File: src/rtl/core/b32d_pkg.sv
// Shared types, constants and functions of the Base32 stream decoder.
package b32d_pkg;

	localparam int COUNT_BITS = 16;
	localparam int CAP_W      = 16;
	localparam int CMP_W      = (COUNT_BITS > CAP_W) ? COUNT_BITS : CAP_W;
	localparam int BCNT_W     = 16;
	localparam int OUT_W      = 32;
	localparam int FIFO_DEPTH = 4;
	localparam int FIFO_AW    = $clog2(FIFO_DEPTH);

	localparam logic [7:0] PAD_CHAR = 8'h3D;
	localparam logic [CAP_W-1:0] CAP_RESET = '1;

	typedef logic [1:0] status_t;
	localparam status_t ST_OK       = 2'd0;
	localparam status_t ST_SRCERR   = 2'd1;
	localparam status_t ST_OVERFLOW = 2'd2;

	typedef struct packed {
		logic [4:0] sym;
		logic       is_pad;
		logic       is_bad;
		logic       last;
	} item_t;

	function automatic logic [2:0] pad_extra(input logic [2:0] mod5);
		logic [2:0] r;
		case (mod5)
			3'd1: r = 3'd5;
			3'd2: r = 3'd3;
			3'd3: r = 3'd2;
			default: r = 3'd0;
		endcase
		return r;
	endfunction

endpackage

File: src/rtl/core/b32d_front.sv
// Input side: accepts characters and classifies them into symbol, pad or invalid.
module b32d_front (
	input  logic                s_tvalid,
	output logic                s_tready,
	input  logic [7:0]          s_tdata,   // [7:0] char_code
	input  logic                s_tlast,   // last_char
	input  logic                full,
	output logic                push,
	output b32d_pkg::item_t     item
);

	logic [4:0] sym;
	logic       is_sym;

	always_comb begin
		sym    = 5'd0;
		is_sym = 1'b1;
		if (s_tdata >= 8'h41 && s_tdata <= 8'h5A) begin
			sym = 5'(s_tdata - 8'h41);
		end else if (s_tdata >= 8'h61 && s_tdata <= 8'h7A) begin
			sym = 5'(s_tdata - 8'h61);
		end else if (s_tdata >= 8'h32 && s_tdata <= 8'h37) begin
			sym = 5'(s_tdata - 8'h32 + 8'd26);
		end else begin
			is_sym = 1'b0;
		end
	end

	assign s_tready    = !full;
	assign push        = s_tvalid && !full;
	assign item.sym    = sym;
	assign item.is_pad = (s_tdata == b32d_pkg::PAD_CHAR);
	assign item.is_bad = !is_sym && (s_tdata != b32d_pkg::PAD_CHAR);
	assign item.last   = s_tlast;

endmodule

File: src/rtl/core/b32d_fifo.sv
// Short queue of classified characters between the front and back parts.
module b32d_fifo (
	input  logic                clk,
	input  logic                arst_n,
	input  logic                push,
	input  b32d_pkg::item_t     push_item,
	output logic                full,
	input  logic                pop,
	output logic                not_empty,
	output b32d_pkg::item_t     head
);

	b32d_pkg::item_t mem_q [b32d_pkg::FIFO_DEPTH];
	logic [b32d_pkg::FIFO_AW:0] wr_ptr_q;
	logic [b32d_pkg::FIFO_AW:0] rd_ptr_q;

	assign not_empty = (wr_ptr_q != rd_ptr_q);
	assign full      = (wr_ptr_q[b32d_pkg::FIFO_AW] != rd_ptr_q[b32d_pkg::FIFO_AW]) &&
	                   (wr_ptr_q[b32d_pkg::FIFO_AW-1:0] == rd_ptr_q[b32d_pkg::FIFO_AW-1:0]);
	assign head      = mem_q[rd_ptr_q[b32d_pkg::FIFO_AW-1:0]];

	always_ff @(posedge clk) begin
		if (push) begin
			mem_q[wr_ptr_q[b32d_pkg::FIFO_AW-1:0]] <= push_item;
		end
	end

	always_ff @(posedge clk or negedge arst_n) begin
		if (!arst_n) begin
			wr_ptr_q <= '0;
			rd_ptr_q <= '0;
		end else begin
			if (push) begin
				wr_ptr_q <= wr_ptr_q + 1'b1;
			end
			if (pop) begin
				rd_ptr_q <= rd_ptr_q + 1'b1;
			end
		end
	end

endmodule

File: src/rtl/core/b32d_back.sv
// Decode side: updates the bit buffer, padding and error state and registers results.
module b32d_back (
	input  logic                              clk,
	input  logic                              arst_n,
	input  logic                              cfg_we,
	input  logic [b32d_pkg::CAP_W-1:0]        cfg_wdata,
	input  logic                              item_valid,
	input  b32d_pkg::item_t                   item,
	output logic                              pop,
	output logic                              m_tvalid,
	input  logic                              m_tready,
	output logic [b32d_pkg::OUT_W-1:0]        m_tdata,
	output logic                              m_tlast,
	output logic                              m_tuser
);

	logic [b32d_pkg::CAP_W-1:0]      cap_q;
	logic [6:0]                      buf_q;
	logic [2:0]                      bcnt_q;
	logic [b32d_pkg::COUNT_BITS-1:0] cnt_q;
	logic [2:0]                      mod5_q;
	logic                            pad_q;
	logic [2:0]                      pad_left_q;
	b32d_pkg::status_t               err_q;

	logic                            out_valid_q;
	logic                            out_byte_valid_q;
	logic [7:0]                      out_byte_q;
	logic                            out_done_q;
	b32d_pkg::status_t               out_status_q;
	logic [b32d_pkg::BCNT_W-1:0]     out_count_q;

	logic [6:0]                      buf_d;
	logic [2:0]                      bcnt_d;
	logic [b32d_pkg::COUNT_BITS-1:0] cnt_d;
	logic [2:0]                      mod5_d;
	logic                            pad_d;
	logic [2:0]                      pad_left_d;
	b32d_pkg::status_t               err_d;
	logic                            byte_valid;
	logic [7:0]                      byte_val;
	logic [11:0]                     acc;
	logic [3:0]                      n_sum;
	logic [3:0]                      n_left;
	logic [b32d_pkg::CMP_W-1:0]      cnt_ext;
	logic [b32d_pkg::CMP_W-1:0]      cnt_d_ext;
	logic [b32d_pkg::CMP_W-1:0]      cap_ext;

	assign pop     = item_valid && (!out_valid_q || m_tready);
	assign cnt_ext = b32d_pkg::CMP_W'(cnt_q);
	assign cap_ext = b32d_pkg::CMP_W'(cap_q);
	assign acc     = {buf_q, item.sym};
	assign n_sum   = {1'b0, bcnt_q} + 4'd5;
	assign n_left  = (n_sum >= 4'd8) ? (n_sum - 4'd8) : n_sum;
	assign cnt_d_ext = b32d_pkg::CMP_W'(cnt_d);

	always_comb begin
		buf_d      = buf_q;
		bcnt_d     = bcnt_q;
		cnt_d      = cnt_q;
		mod5_d     = mod5_q;
		pad_d      = pad_q;
		pad_left_d = pad_left_q;
		err_d      = err_q;
		byte_valid = 1'b0;
		byte_val   = 8'd0;
		if (err_q == b32d_pkg::ST_OK) begin
			if (pad_q) begin
				if (pad_left_q == 3'd0 || !item.is_pad) begin
					err_d = b32d_pkg::ST_SRCERR;
				end else begin
					pad_left_d = pad_left_q - 3'd1;
				end
			end else if (cnt_ext >= cap_ext) begin
				err_d = b32d_pkg::ST_OVERFLOW;
			end else if (item.is_pad) begin
				pad_d      = 1'b1;
				pad_left_d = b32d_pkg::pad_extra(mod5_q);
			end else if (item.is_bad) begin
				err_d = b32d_pkg::ST_SRCERR;
			end else begin
				if (n_sum >= 4'd8) begin
					byte_valid = 1'b1;
					byte_val   = 8'(acc >> n_left);
					cnt_d      = cnt_q + 1'b1;
					if (cnt_d == '0 || mod5_q == 3'd4) begin
						mod5_d = 3'd0;
					end else begin
						mod5_d = mod5_q + 3'd1;
					end
				end
				buf_d  = acc[6:0] & 7'((8'd1 << n_left) - 8'd1);
				bcnt_d = n_left[2:0];
			end
		end
	end

	always_ff @(posedge clk or negedge arst_n) begin
		if (!arst_n) begin
			cap_q       <= b32d_pkg::CAP_RESET;
			buf_q       <= '0;
			bcnt_q      <= '0;
			cnt_q       <= '0;
			mod5_q      <= '0;
			pad_q       <= 1'b0;
			pad_left_q  <= '0;
			err_q       <= b32d_pkg::ST_OK;
			out_valid_q <= 1'b0;
		end else begin
			if (cfg_we) begin
				cap_q <= cfg_wdata;
			end
			if (pop) begin
				out_valid_q <= 1'b1;
				if (item.last) begin
					buf_q      <= '0;
					bcnt_q     <= '0;
					cnt_q      <= '0;
					mod5_q     <= '0;
					pad_q      <= 1'b0;
					pad_left_q <= '0;
					err_q      <= b32d_pkg::ST_OK;
				end else begin
					buf_q      <= buf_d;
					bcnt_q     <= bcnt_d;
					cnt_q      <= cnt_d;
					mod5_q     <= mod5_d;
					pad_q      <= pad_d;
					pad_left_q <= pad_left_d;
					err_q      <= err_d;
				end
			end else if (m_tready) begin
				out_valid_q <= 1'b0;
			end
		end
	end

	always_ff @(posedge clk) begin
		if (pop) begin
			out_byte_valid_q <= byte_valid;
			out_byte_q       <= byte_val;
			out_done_q       <= item.last;
			out_status_q     <= item.last ? err_d : b32d_pkg::ST_OK;
			out_count_q      <= cnt_d_ext[b32d_pkg::BCNT_W-1:0];
		end
	end

	assign m_tvalid = out_valid_q;
	assign m_tuser  = out_byte_valid_q;
	assign m_tlast  = out_done_q;
	assign m_tdata  = b32d_pkg::OUT_W'({out_count_q, out_status_q, out_byte_q});

endmodule

File: src/rtl/core/base32_stream_decoder.sv
// Top level of the Base32 stream decoder.
// Usage:
//   s_* channel: one ASCII character per transaction in s_tdata, s_tlast marks
//   the last character of a message.
//   m_* channel: one result per character. m_tuser flags a decoded byte in
//   m_tdata[7:0]; m_tlast marks the result of the last character, where
//   m_tdata[9:8] carries the status (0 ok, 1 source error, 2 overflow).
//   m_tdata[25:10] always carries the byte count of the current message.
//   cfg_we/cfg_wdata load the per-message output capacity; write only while idle.
// Path: a taken character enters the queue; its result is registered in the decode stage when popped.
// Throughput: one character per cycle while m_tready is high, set by the state update in
//   the decode stage; a four-entry queue separates classification from decoding.
// Reset: arst_n clears the message state and sets the capacity to 65535.
// Stall: while m_tready is low the result register holds, the queue fills, and
//   s_tready drops once four characters wait.
module base32_stream_decoder (
	input  logic                        clk,
	input  logic                        arst_n,
	input  logic                        cfg_we,
	input  logic [b32d_pkg::CAP_W-1:0]  cfg_wdata,  // output_capacity
	input  logic                        s_tvalid,
	output logic                        s_tready,
	input  logic [7:0]                  s_tdata,    // [7:0] char_code
	input  logic                        s_tlast,    // last_char
	output logic                        m_tvalid,
	input  logic                        m_tready,
	output logic [b32d_pkg::OUT_W-1:0]  m_tdata,    // [7:0] byte_out, [9:8] status, [25:10] byte_count
	output logic                        m_tlast,    // message_done
	output logic                        m_tuser     // byte_valid
);

	logic            push;
	logic            full;
	logic            pop;
	logic            not_empty;
	b32d_pkg::item_t push_item;
	b32d_pkg::item_t head;

	b32d_front u_front (
		.s_tvalid (s_tvalid),
		.s_tready (s_tready),
		.s_tdata  (s_tdata),
		.s_tlast  (s_tlast),
		.full     (full),
		.push     (push),
		.item     (push_item)
	);

	b32d_fifo u_fifo (
		.clk       (clk),
		.arst_n    (arst_n),
		.push      (push),
		.push_item (push_item),
		.full      (full),
		.pop       (pop),
		.not_empty (not_empty),
		.head      (head)
	);

	b32d_back u_back (
		.clk        (clk),
		.arst_n     (arst_n),
		.cfg_we     (cfg_we),
		.cfg_wdata  (cfg_wdata),
		.item_valid (not_empty),
		.item       (head),
		.pop        (pop),
		.m_tvalid   (m_tvalid),
		.m_tready   (m_tready),
		.m_tdata    (m_tdata),
		.m_tlast    (m_tlast),
		.m_tuser    (m_tuser)
	);

`ifndef NO_ASSERTIONS
	a_status_only_on_done: assert property (@(posedge clk) disable iff (!arst_n)
		m_tvalid && !m_tlast |-> m_tdata[9:8] == b32d_pkg::ST_OK)
		else $error("nonzero status without message_done");

	a_byte_means_no_error: assert property (@(posedge clk) disable iff (!arst_n)
		m_tvalid && m_tuser |-> m_tdata[9:8] == b32d_pkg::ST_OK)
		else $error("decoded byte reported together with an error");

	a_no_push_when_full: assert property (@(posedge clk) disable iff (!arst_n)
		full |-> !push)
		else $error("queue written while full");
`endif

endmodule
File: config.mk
export PLATFORM = sky130hd
export DESIGN_NAME = base32_stream_decoder
export DESIGN_NICKNAME = d
export VERILOG_FILES = /design/src/rtl/core/b32d_pkg.sv /design/src/rtl/core/b32d_front.sv /design/src/rtl/core/b32d_fifo.sv /design/src/rtl/core/b32d_back.sv /design/src/rtl/core/base32_stream_decoder.sv
export SDC_FILE = /design/constraint.sdc
export NUM_CORES = 1
export LEC_CHECK = 0
export BUFFER_PORTS_ARGS = -buffer_cell sky130_fd_sc_hd__buf_2
export CORE_ASPECT_RATIO = 0.7
export CORE_MARGIN = 5
export CORE_UTILIZATION = 35
export CTS_CLUSTER_DIAMETER = 30
export DETAILED_ROUTE_END_ITERATION = 8
export PLACE_DENSITY = 0.57
export RECOVER_POWER = 100
export SYNTH_ARGS = -nofsm -noshare
export SYNTH_HDL_FRONTEND = slang
export SYNTH_SLANG_ARGS = --single-unit
File: constraint.sdc
create_clock -name clk -period 3.89 [get_ports clk]
set_input_delay 0.389 -clock clk [delete_from_list [all_inputs] [get_ports clk]]
set_output_delay 0.389 -clock clk [all_outputs]
set_load 0.02 [all_outputs]
* After elaboration in Yosys (flattened, before gate mapping) *
Memories as Yosys holds them, arrays and structs flattened.
Index checks and enable logic that the tools add are counted.

storage, ports and cells
  flip-flop bits (word level) = 86
  RAM bits = 32
  input port bits = 30
  output and inout port bits = 36
  logic and storage cells = 142
  memories = 1

memories
  name          words  bits a word  rd ports  clocked after Yosys merged registers in  write ports  RTL line         source
  u_fifo.mem_q  4      8            1         0                                        1            b32d_fifo.sv:13  b32d_pkg::item_t mem_q [b32d_pkg::FIFO_DEPTH];

operators by class
  add/sub/neg operators = 12
  $lt $le $gt $ge = 8
  equal/unequal tests = 15
  shifts and indexed selects = 2
  mux-type cells = 58
  bitwise gates (word level) = 3
  reduce and logical (&&, ||, !) cells = 27

operators with widths
  kind                     count
  $mux W16                 7
  $mux W3                  20
  $mux W7                  6
  $add A16 B1 Y16 const B  1
  $ge A16 B16 Y1           1
  $ge A8 B7 Y1 const B     2
  $le A8 B7 Y1 const B     2
  $logic_not A16 Y1        1
  $mux W5                  3
  $mux W2                  7
  $mux W1                  13
  $shr A12 B4 Y8           1
  $sub A5 B1 Y5 const B    2
  $add A3 B1 Y3 const B    3
  $pmux W3 S3              1
  $eq A8 B6 Y1 const B     1
  $ge A8 B6 Y1 const B     1
  $le A8 B6 Y1 const B     1
  $ne A8 B6 Y1 const B     1
  $and A7 B7 Y7            1
  $logic_and A1 B1 Y1      7
  $reduce_and A7 Y1        1
  $shl A1 B4 Y7 const A    1
  $sub A7 B1 Y7 const B    1
  other kinds (29)         40

* Longest topological paths before layout *
  depth in word-level cells = 12
  mapped depth = 12
  depth with buffers taken out = 10

* By module *
A second synthesis with hierarchy kept.

unflattened totals
  cell total of the unflattened synthesis = 631
  area, all modules = 6820.3 µm²

modules (own cells, without submodules)
  module      instances  cells each  area each (µm²)  sequential area each (µm²)
  b32d_back   1          516         4984.8           2162.1
  b32d_fifo   1          72          1501.4           1111.1
  b32d_front  1          43          334.1            0.0

* Worst setup path before layout *
OpenSTA, ideal clock, no wires.

  path type = register to register
  start = register u_fifo.rd_ptr_q[1] (netlist bit)
  end = register u_back.cnt_q, in the netlist u_back.cnt_ext[0]
  setup time = 0.125 ns
  arrival time = 2.849 ns
  data required time = 3.765 ns
  path slack = 0.916 ns
  stages on the path, launching flop included = 10
  buffers on the path = 3
  clock period less this slack = 2.974 ns
  cells stage by stage = dfrtp_1 buf_2 xor2_1 nor3_1 nand2b_1 clkbuf_1 inv_1 clkbuf_1 o21ai_1 mux2_2

on the way
  elaborated cells between the ends (all ways) = 9
  those cells by class = 1 x eq/ne; 6 x mux; 1 x reduce/logical; 1 x memory

RTL lines
  element                 RTL line                     source
  start, declared         b32d_fifo.sv:15              logic [b32d_pkg::FIFO_AW:0] rd_ptr_q;
  start signal, assigned  b32d_fifo.sv:37              rd_ptr_q <= rd_ptr_q + 1'b1;
  $ne A3 B3 Y1            b32d_fifo.sv:17              assign not_empty = (wr_ptr_q != rd_ptr_q);
  $logic_and A1 B1 Y1     b32d_back.sv:49              assign pop = item_valid && (!out_valid_q || m_tready);
  named net pop           base32_stream_decoder.sv:34  logic pop;
  end signal, assigned    b32d_back.sv:126             cnt_q <= cnt_d;
  end, declared           b32d_back.sv:20              logic [b32d_pkg::COUNT_BITS-1:0] cnt_q;

The timed path passes the listed nets, and every way through them passes these cells.
A chain may end at the register's enable or synchronous reset.

* Worst setup path in the final report *
  start = register u_back.cnt_q, in the netlist u_back.cnt_ext[0]
  end = register u_back.cnt_q, in the netlist u_back.cnt_ext[15]

on the way
  cells in the longest elaborated chain, start to end = 8
  elaborated cells between the ends (all ways) = 9
  those cells by class = 1 x add/sub; 1 x order compare; 7 x mux

RTL lines
  element          RTL line          source
  $add A16 B1 Y16  b32d_back.sv:85   cnt_d = cnt_q + 1'b1;
  $mux W16         b32d_back.sv:82   if (n_sum >= 4'd8) begin
  $mux W16         b32d_back.sv:79   end else if (item.is_bad) begin
  $mux W16         b32d_back.sv:76   end else if (item.is_pad) begin
  $mux W16 *       b32d_back.sv:74   end else if (cnt_ext >= cap_ext) begin
  $mux W16 *       b32d_back.sv:68   if (pad_q) begin
  $mux W16 *       b32d_back.sv:67   if (err_q == b32d_pkg::ST_OK) begin
  $mux W16 *       b32d_back.sv:115  if (item.last) begin

Every way passes the cells marked *; elsewhere a longest branch is shown, timed or not.

==> metrics.txt <==
# TYPE chip_impl_metric gauge
chip_impl_info{name="unrepaired_setup_endpoints_after_global_routing",value="no"} 1
chip_impl_metric{name="worst_slew_margin_rel",unit="%"} -49.4
chip_impl_metric{name="cts.sinks",unit=""} 118
chip_impl_metric{name="worst_ir_drop_vdd",unit="mV"} 0.323
chip_impl_metric{name="antennaDiodeCount",unit=""} 0
chip_impl_metric{name="worstPathArrival",unit="ns"} 3.61
chip_impl_info{name="worst_hold_path_type",value="input pin to flop"} 1
chip_impl_metric{name="pwr_density_cell",unit="nW/µm²"} 759
chip_impl_metric{name="crit_required",unit="ns"} 4.24
chip_impl_metric{name="totalWireLength",unit="µm"} 15000
chip_impl_metric{name="logic_pwr_share",unit="%"} 36.1
chip_impl_metric{name="hold_viol",unit=""} 0
chip_impl_metric{name="timing_max_transition_violations_final",unit=""} 40
chip_impl_info{name="cts_root_buf",value="sky130_fd_sc_hd__clkbuf_16"} 1
chip_impl_metric{name="placed_cell_area",unit="µm²"} 6980
chip_impl_metric{name="finalCoreUtilization",unit="%"} 41.4
chip_impl_metric{name="clk_transition_reported_paths",unit="ns"} 0.06
chip_impl_metric{name="post_syn_instances",unit=""} 592
chip_impl_metric{name="post_syn_area",unit="µm²"} 6510
chip_impl_metric{name="place_hpwl",unit="µm"} 10800
chip_impl_metric{name="final_net_count",unit=""} 716
chip_impl_metric{name="hold_bufs_inserted_after_cts",unit=""} 0
chip_impl_metric{name="final.min_clock_period",unit="ns"} 3.27
chip_impl_metric{name="fmaxAchievable",unit="MHz"} 306
chip_impl_metric{name="port_buffers",unit=""} 59
chip_impl_metric{name="post_layout_inst_area",unit="µm²"} 7520
chip_impl_info{name="worst_setup_path_end_kind",value="flop"} 1
chip_impl_metric{name="routed_via_density",unit=""} 5.31
chip_impl_metric{name="design_power_total",unit="µW"} 5710
chip_impl_metric{name="share_of_synthesized_registers_carrying_an_async_set_or_reset",unit="%"} 49.2
chip_impl_info{name="violations_in_the_final_reports",value="capacitance limit, slew limit"} 1
chip_impl_metric{name="synthesis.yosys.warnings",unit=""} 0
chip_impl_metric{name="num_rows",unit=""} 41
chip_impl_info{name="synth_flop_cell",value="sky130_fd_sc_hd__edfxtp_1"} 1
chip_impl_metric{name="setup-tns-final",unit="ns"} 0
chip_impl_metric{name="drive_above_1_share",unit="%"} 15.0
chip_impl_metric{name="setup_viol",unit=""} 0
chip_impl_metric{name="post_drt_wl_per_cell",unit="µm"} 16.8
chip_impl_metric{name="drt-pass1-iter-count",unit=""} 5
chip_impl_metric{name="drv.max_cap_violation_count",unit=""} 1
chip_impl_metric{name="worst_pin_slew",unit="ns"} 2.24
chip_impl_metric{name="synth_area_per_cell",unit="µm²"} 11.0
chip_impl_metric{name="post_cts_setup_buffer_count",unit=""} 0
chip_impl_metric{name="power.share.sequential",unit="%"} 35.5
chip_impl_metric{name="synth_seq_area_share",unit="%"} 50.2
chip_impl_metric{name="post_route_fraction_of_the_period_consumed_by_the_critical_path",unit="%"} 84.0
chip_impl_metric{name="drc_errors",unit=""} 0
chip_impl_metric{name="post_cts_resized",unit=""} 0
chip_impl_metric{name="flow.area_growth_from_synthesis",unit="%"} 15.5
chip_impl_metric{name="cts_inserted_buffers",unit=""} 17
chip_impl_metric{name="placeableCoreArea",unit="µm²"} 18200
chip_impl_metric{name="antenna_found_initial",unit=""} 0
chip_impl_metric{name="yosysTopAreaCellShare",unit="%"} 27.7
chip_impl_metric{name="max-clock-path-buffers",unit=""} 2
chip_impl_metric{name="die_y",unit="µm"} 124
chip_impl_metric{name="count_of_distinct_cell_types_in_the_synthesized_netlist",unit=""} 65
chip_impl_metric{name="place.gp.congestion",unit=""} 0.840
chip_impl_metric{name="cp_max_fo",unit=""} 22
chip_impl_metric{name="post_detailed_route_count_of_antenna_violating_nets",unit=""} 0
chip_impl_metric{name="pre_cts_ws",unit="ns"} 0.678
chip_impl_metric{name="worstSkewPairLatency",unit="ns"} 0.42
chip_impl_metric{name="grt_remaining_overflow",unit=""} 0
chip_impl_metric{name="cellLeakagePower",unit="µW"} 0.00301
chip_impl_info{name="critPathLaunchType",value="flop"} 1
chip_impl_metric{name="top_level_ports",unit=""} 66
chip_impl_metric{name="largest_net_degree_at_the_start_of_global_routing",unit=""} 40
chip_impl_metric{name="postLayoutSetupSlackWorst",unit="ns"} 0.624
chip_impl_metric{name="clock_power_share",unit="%"} 28.4
chip_impl_metric{name="floorplan.initialDensity",unit="%"} 35.9
chip_impl_info{name="tritoncts",value="yes"} 1
chip_impl_metric{name="die_area",unit="µm²"} 21500
chip_impl_metric{name="wire_length_of_the_first_global_routing_pass",unit="µm"} 24300
chip_impl_info{name="outcome",value="complete, but fails checks"} 1
chip_impl_metric{name="gr-usage-all-layers",unit="%"} 14.4
chip_impl_metric{name="ctsHtreeMaxLevel",unit=""} 4
chip_impl_metric{name="internal_power",unit="µW"} 3560
chip_impl_metric{name="postSynthRegisterBits",unit=""} 118
chip_impl_metric{name="power.net_switching",unit="µW"} 2150
chip_impl_metric{name="die_width",unit="µm"} 173
chip_impl_metric{name="finalClockSkew",unit="ns"} 0.00902
chip_impl_info{name="synth_area_leader_cell",value="sky130_fd_sc_hd__edfxtp_1"} 1
chip_impl_info{name="synthTopCellsByArea",value="sky130_fd_sc_hd__edfxtp_1 (28%), sky130_fd_sc_hd__dfrtp_1 (16%), sky130_fd_sc_hd__ha_1 (7.5%)"} 1
chip_impl_metric{name="detailedRoute.firstIterationViolations",unit=""} 373
chip_impl_metric{name="routed-via-count",unit=""} 4759
chip_impl_metric{name="switching_share",unit="%"} 37.6
chip_impl_info{name="critPathKind",value="flop to flop"} 1
chip_impl_metric{name="synth_enable_flop_cells",unit=""} 60
chip_impl_metric{name="via_count_of_the_first_global_routing_pass",unit=""} 4629
==> power by group through the flow <==
stage	logic (µW)	clock network, µW	registers [µW]
finish	2060	1620	2020
global route	2300	1710	2070
CTS	2140	1650	2020
detailed placement	2130	0	2040
global placement	2070	0	2030
floorplan	1430	0	2090
==> cell type report <==
type,count,area [µm²]
well taps,236,295
clock inverters,7,87.6
multi-input cells,404,2870
flip-flops and latches,118,3270
clock buffers,25,539
inverters,39,151
fillers,1746,10600
repair buffers,67,303
==> worst paths after layout <==
| path | start | endpoint | slack [ns] | cells past startpoint |
|---|---|---|---|---|
| worst max-delay path | u_back.cnt_ext[0] | u_back.cnt_ext[15] | 0.62 | 10 |
| worst min-delay path | cfg_wdata[15] | u_back.cap_ext[15] | 0.18 | 3 |
| worst max register to register | u_back.cnt_ext[0] | u_back.cnt_ext[15] | 0.62 | 10 |
| worst min register to register | u_fifo.wr_ptr_q[2] | u_fifo.wr_ptr_q[2] | 0.49 | 1 |
| max in group asynchronous | arst_n | u_back.err_q[0] | 1.32 | 2 |
| min in group asynchronous | arst_n | u_back.mod5_q[1] | 0.64 | 1 |
==> metrics by stage <==
step	std cells	hold WS [ns]
after floorplan	597	0.0934
final	896	0.176
after CTS	896	0.136
after detailed placement	864	0.486
after global placement	864	0.473
after global routing	896	0.173
==> synthesized netlist by cell type (3+ instances only) <==
master	number
sky130_fd_sc_hd__a221oi_1	3
sky130_fd_sc_hd__a21oi_1	22
sky130_fd_sc_hd__a211oi_1	5
sky130_fd_sc_hd__o311ai_1	4
sky130_fd_sc_hd__mux4_2	13
sky130_fd_sc_hd__clkbuf_1	21
sky130_fd_sc_hd__a32o_1	7
sky130_fd_sc_hd__o21ai_1	10
sky130_fd_sc_hd__xnor2_1	23
sky130_fd_sc_hd__xor2_1	8
sky130_fd_sc_hd__o21ai_0	30
sky130_fd_sc_hd__buf_2	3
sky130_fd_sc_hd__edfxtp_1	60
sky130_fd_sc_hd__nand2_1	64
sky130_fd_sc_hd__and3_1	11
sky130_fd_sc_hd__dfrtp_1	42
sky130_fd_sc_hd__inv_1	38
sky130_fd_sc_hd__mux2_2	4
sky130_fd_sc_hd__nor4_1	3
sky130_fd_sc_hd__buf_4	6
sky130_fd_sc_hd__nand2_2	4
sky130_fd_sc_hd__mux2i_1	6
sky130_fd_sc_hd__a31oi_1	7
sky130_fd_sc_hd__nor2_1	34
sky130_fd_sc_hd__nand4_2	3
sky130_fd_sc_hd__dfstp_2	16
sky130_fd_sc_hd__nor3_1	18
sky130_fd_sc_hd__ha_1	39
sky130_fd_sc_hd__a22o_1	4
sky130_fd_sc_hd__o31ai_1	8
sky130_fd_sc_hd__or3_1	3
sky130_fd_sc_hd__nand3_1	19
sky130_fd_sc_hd__nand2b_1	4
sky130_fd_sc_hd__o211ai_1	3
sky130_fd_sc_hd__nand4_1	3
sky130_fd_sc_hd__and2_1	5
==> worst max-delay path, cell delays in order, from the launching register on <==
cell and delay, ns:
sky130_fd_sc_hd__dfrtp_1 0.41, sky130_fd_sc_hd__inv_1 0.13, sky130_fd_sc_hd__ha_1 0.24, sky130_fd_sc_hd__nand2b_1 0.14, sky130_fd_sc_hd__a2111o_1 0.41, sky130_fd_sc_hd__a311oi_1 0.61, sky130_fd_sc_hd__nand3_4 0.33, sky130_fd_sc_hd__clkinv_4 0.26
sky130_fd_sc_hd__nand4_1 0.20, sky130_fd_sc_hd__or3_1 0.39, sky130_fd_sc_hd__nand3_1 0.09
==> routing by layer <==
layer | global-route usage [%] | wire (µm) | vias to the layer above | share of wire (%)
met5 | 0 | 0 | - | 0
li1 | - | - | 2261 | -
met3 | 3.70 | 670 | 14 | 4.5
met1 | 21.0 | 7550 | 2373 | 50
met4 | 4.88 | 146 | 0 | 0.97
met2 | 21.0 | 6660 | 111 | 44
==> registers in the layout, indices dropped and copies added, names as in the netlist <==
signal	cells
u_back.buf_q	7
u_back.out_count_q	16
u_back.cnt_ext	16
u_back.m_tvalid	1
u_back.out_status_q	2
u_back.out_byte_q	8
u_fifo.rd_ptr_q	3
u_back.m_tlast	1
u_back.pad_q	1
u_back.bcnt_q	3
u_fifo.mem_q	32
u_back.err_q	2
u_back.cap_ext	16
u_fifo.wr_ptr_q	3
u_back.m_tuser	1
u_back.pad_left_q	3
u_back.mod5_q	3
==> placed cells by master, fill, tap and decap left out, types with 4 or more instances in the layout <==
master | Yosys | final
sky130_fd_sc_hd__a211oi_1 | 5 | 5
sky130_fd_sc_hd__a21oi_1 | 22 | 22
sky130_fd_sc_hd__a22o_1 | 4 | 4
sky130_fd_sc_hd__a31oi_1 | 7 | 7
sky130_fd_sc_hd__a32o_1 | 7 | 7
sky130_fd_sc_hd__and3_1 | 11 | 11
sky130_fd_sc_hd__buf_2 | 3 | 25
sky130_fd_sc_hd__buf_4 | 6 | 5
sky130_fd_sc_hd__clkbuf_1 | 21 | 39
sky130_fd_sc_hd__clkbuf_16 | 0 | 20
sky130_fd_sc_hd__clkinv_2 | 0 | 4
sky130_fd_sc_hd__conb_1 | 1 | 6
sky130_fd_sc_hd__dfrtp_1 | 42 | 42
sky130_fd_sc_hd__dfstp_2 | 16 | 16
sky130_fd_sc_hd__edfxtp_1 | 60 | 60
sky130_fd_sc_hd__ha_1 | 39 | 39
sky130_fd_sc_hd__inv_1 | 38 | 38
sky130_fd_sc_hd__mux2i_1 | 6 | 6
sky130_fd_sc_hd__mux4_2 | 13 | 13
sky130_fd_sc_hd__nand2_1 | 64 | 68
sky130_fd_sc_hd__nand2b_1 | 4 | 4
sky130_fd_sc_hd__nand3_1 | 19 | 20
sky130_fd_sc_hd__nand4_1 | 3 | 6
sky130_fd_sc_hd__nor2_1 | 34 | 34
sky130_fd_sc_hd__nor3_1 | 18 | 18
sky130_fd_sc_hd__o21ai_0 | 30 | 36
sky130_fd_sc_hd__o21ai_1 | 10 | 4
sky130_fd_sc_hd__o31ai_1 | 8 | 8
sky130_fd_sc_hd__xnor2_1 | 23 | 23
sky130_fd_sc_hd__xor2_1 | 8 | 8
==> cells by family after synthesis <==
group	Yosys count	share of synthesized area (%)
DFF	118	50.2
muxes	23	6.11
and+or+nand+nor	185	14.4
AOI/OAI and AO/OA	120	12.1
buffers and inverters	75	5.43
xor gates and xnor gates	31	4.17
adders and majority gates	39	7.49
other	1	0.0576
Power figures use the tool's default switching activity.
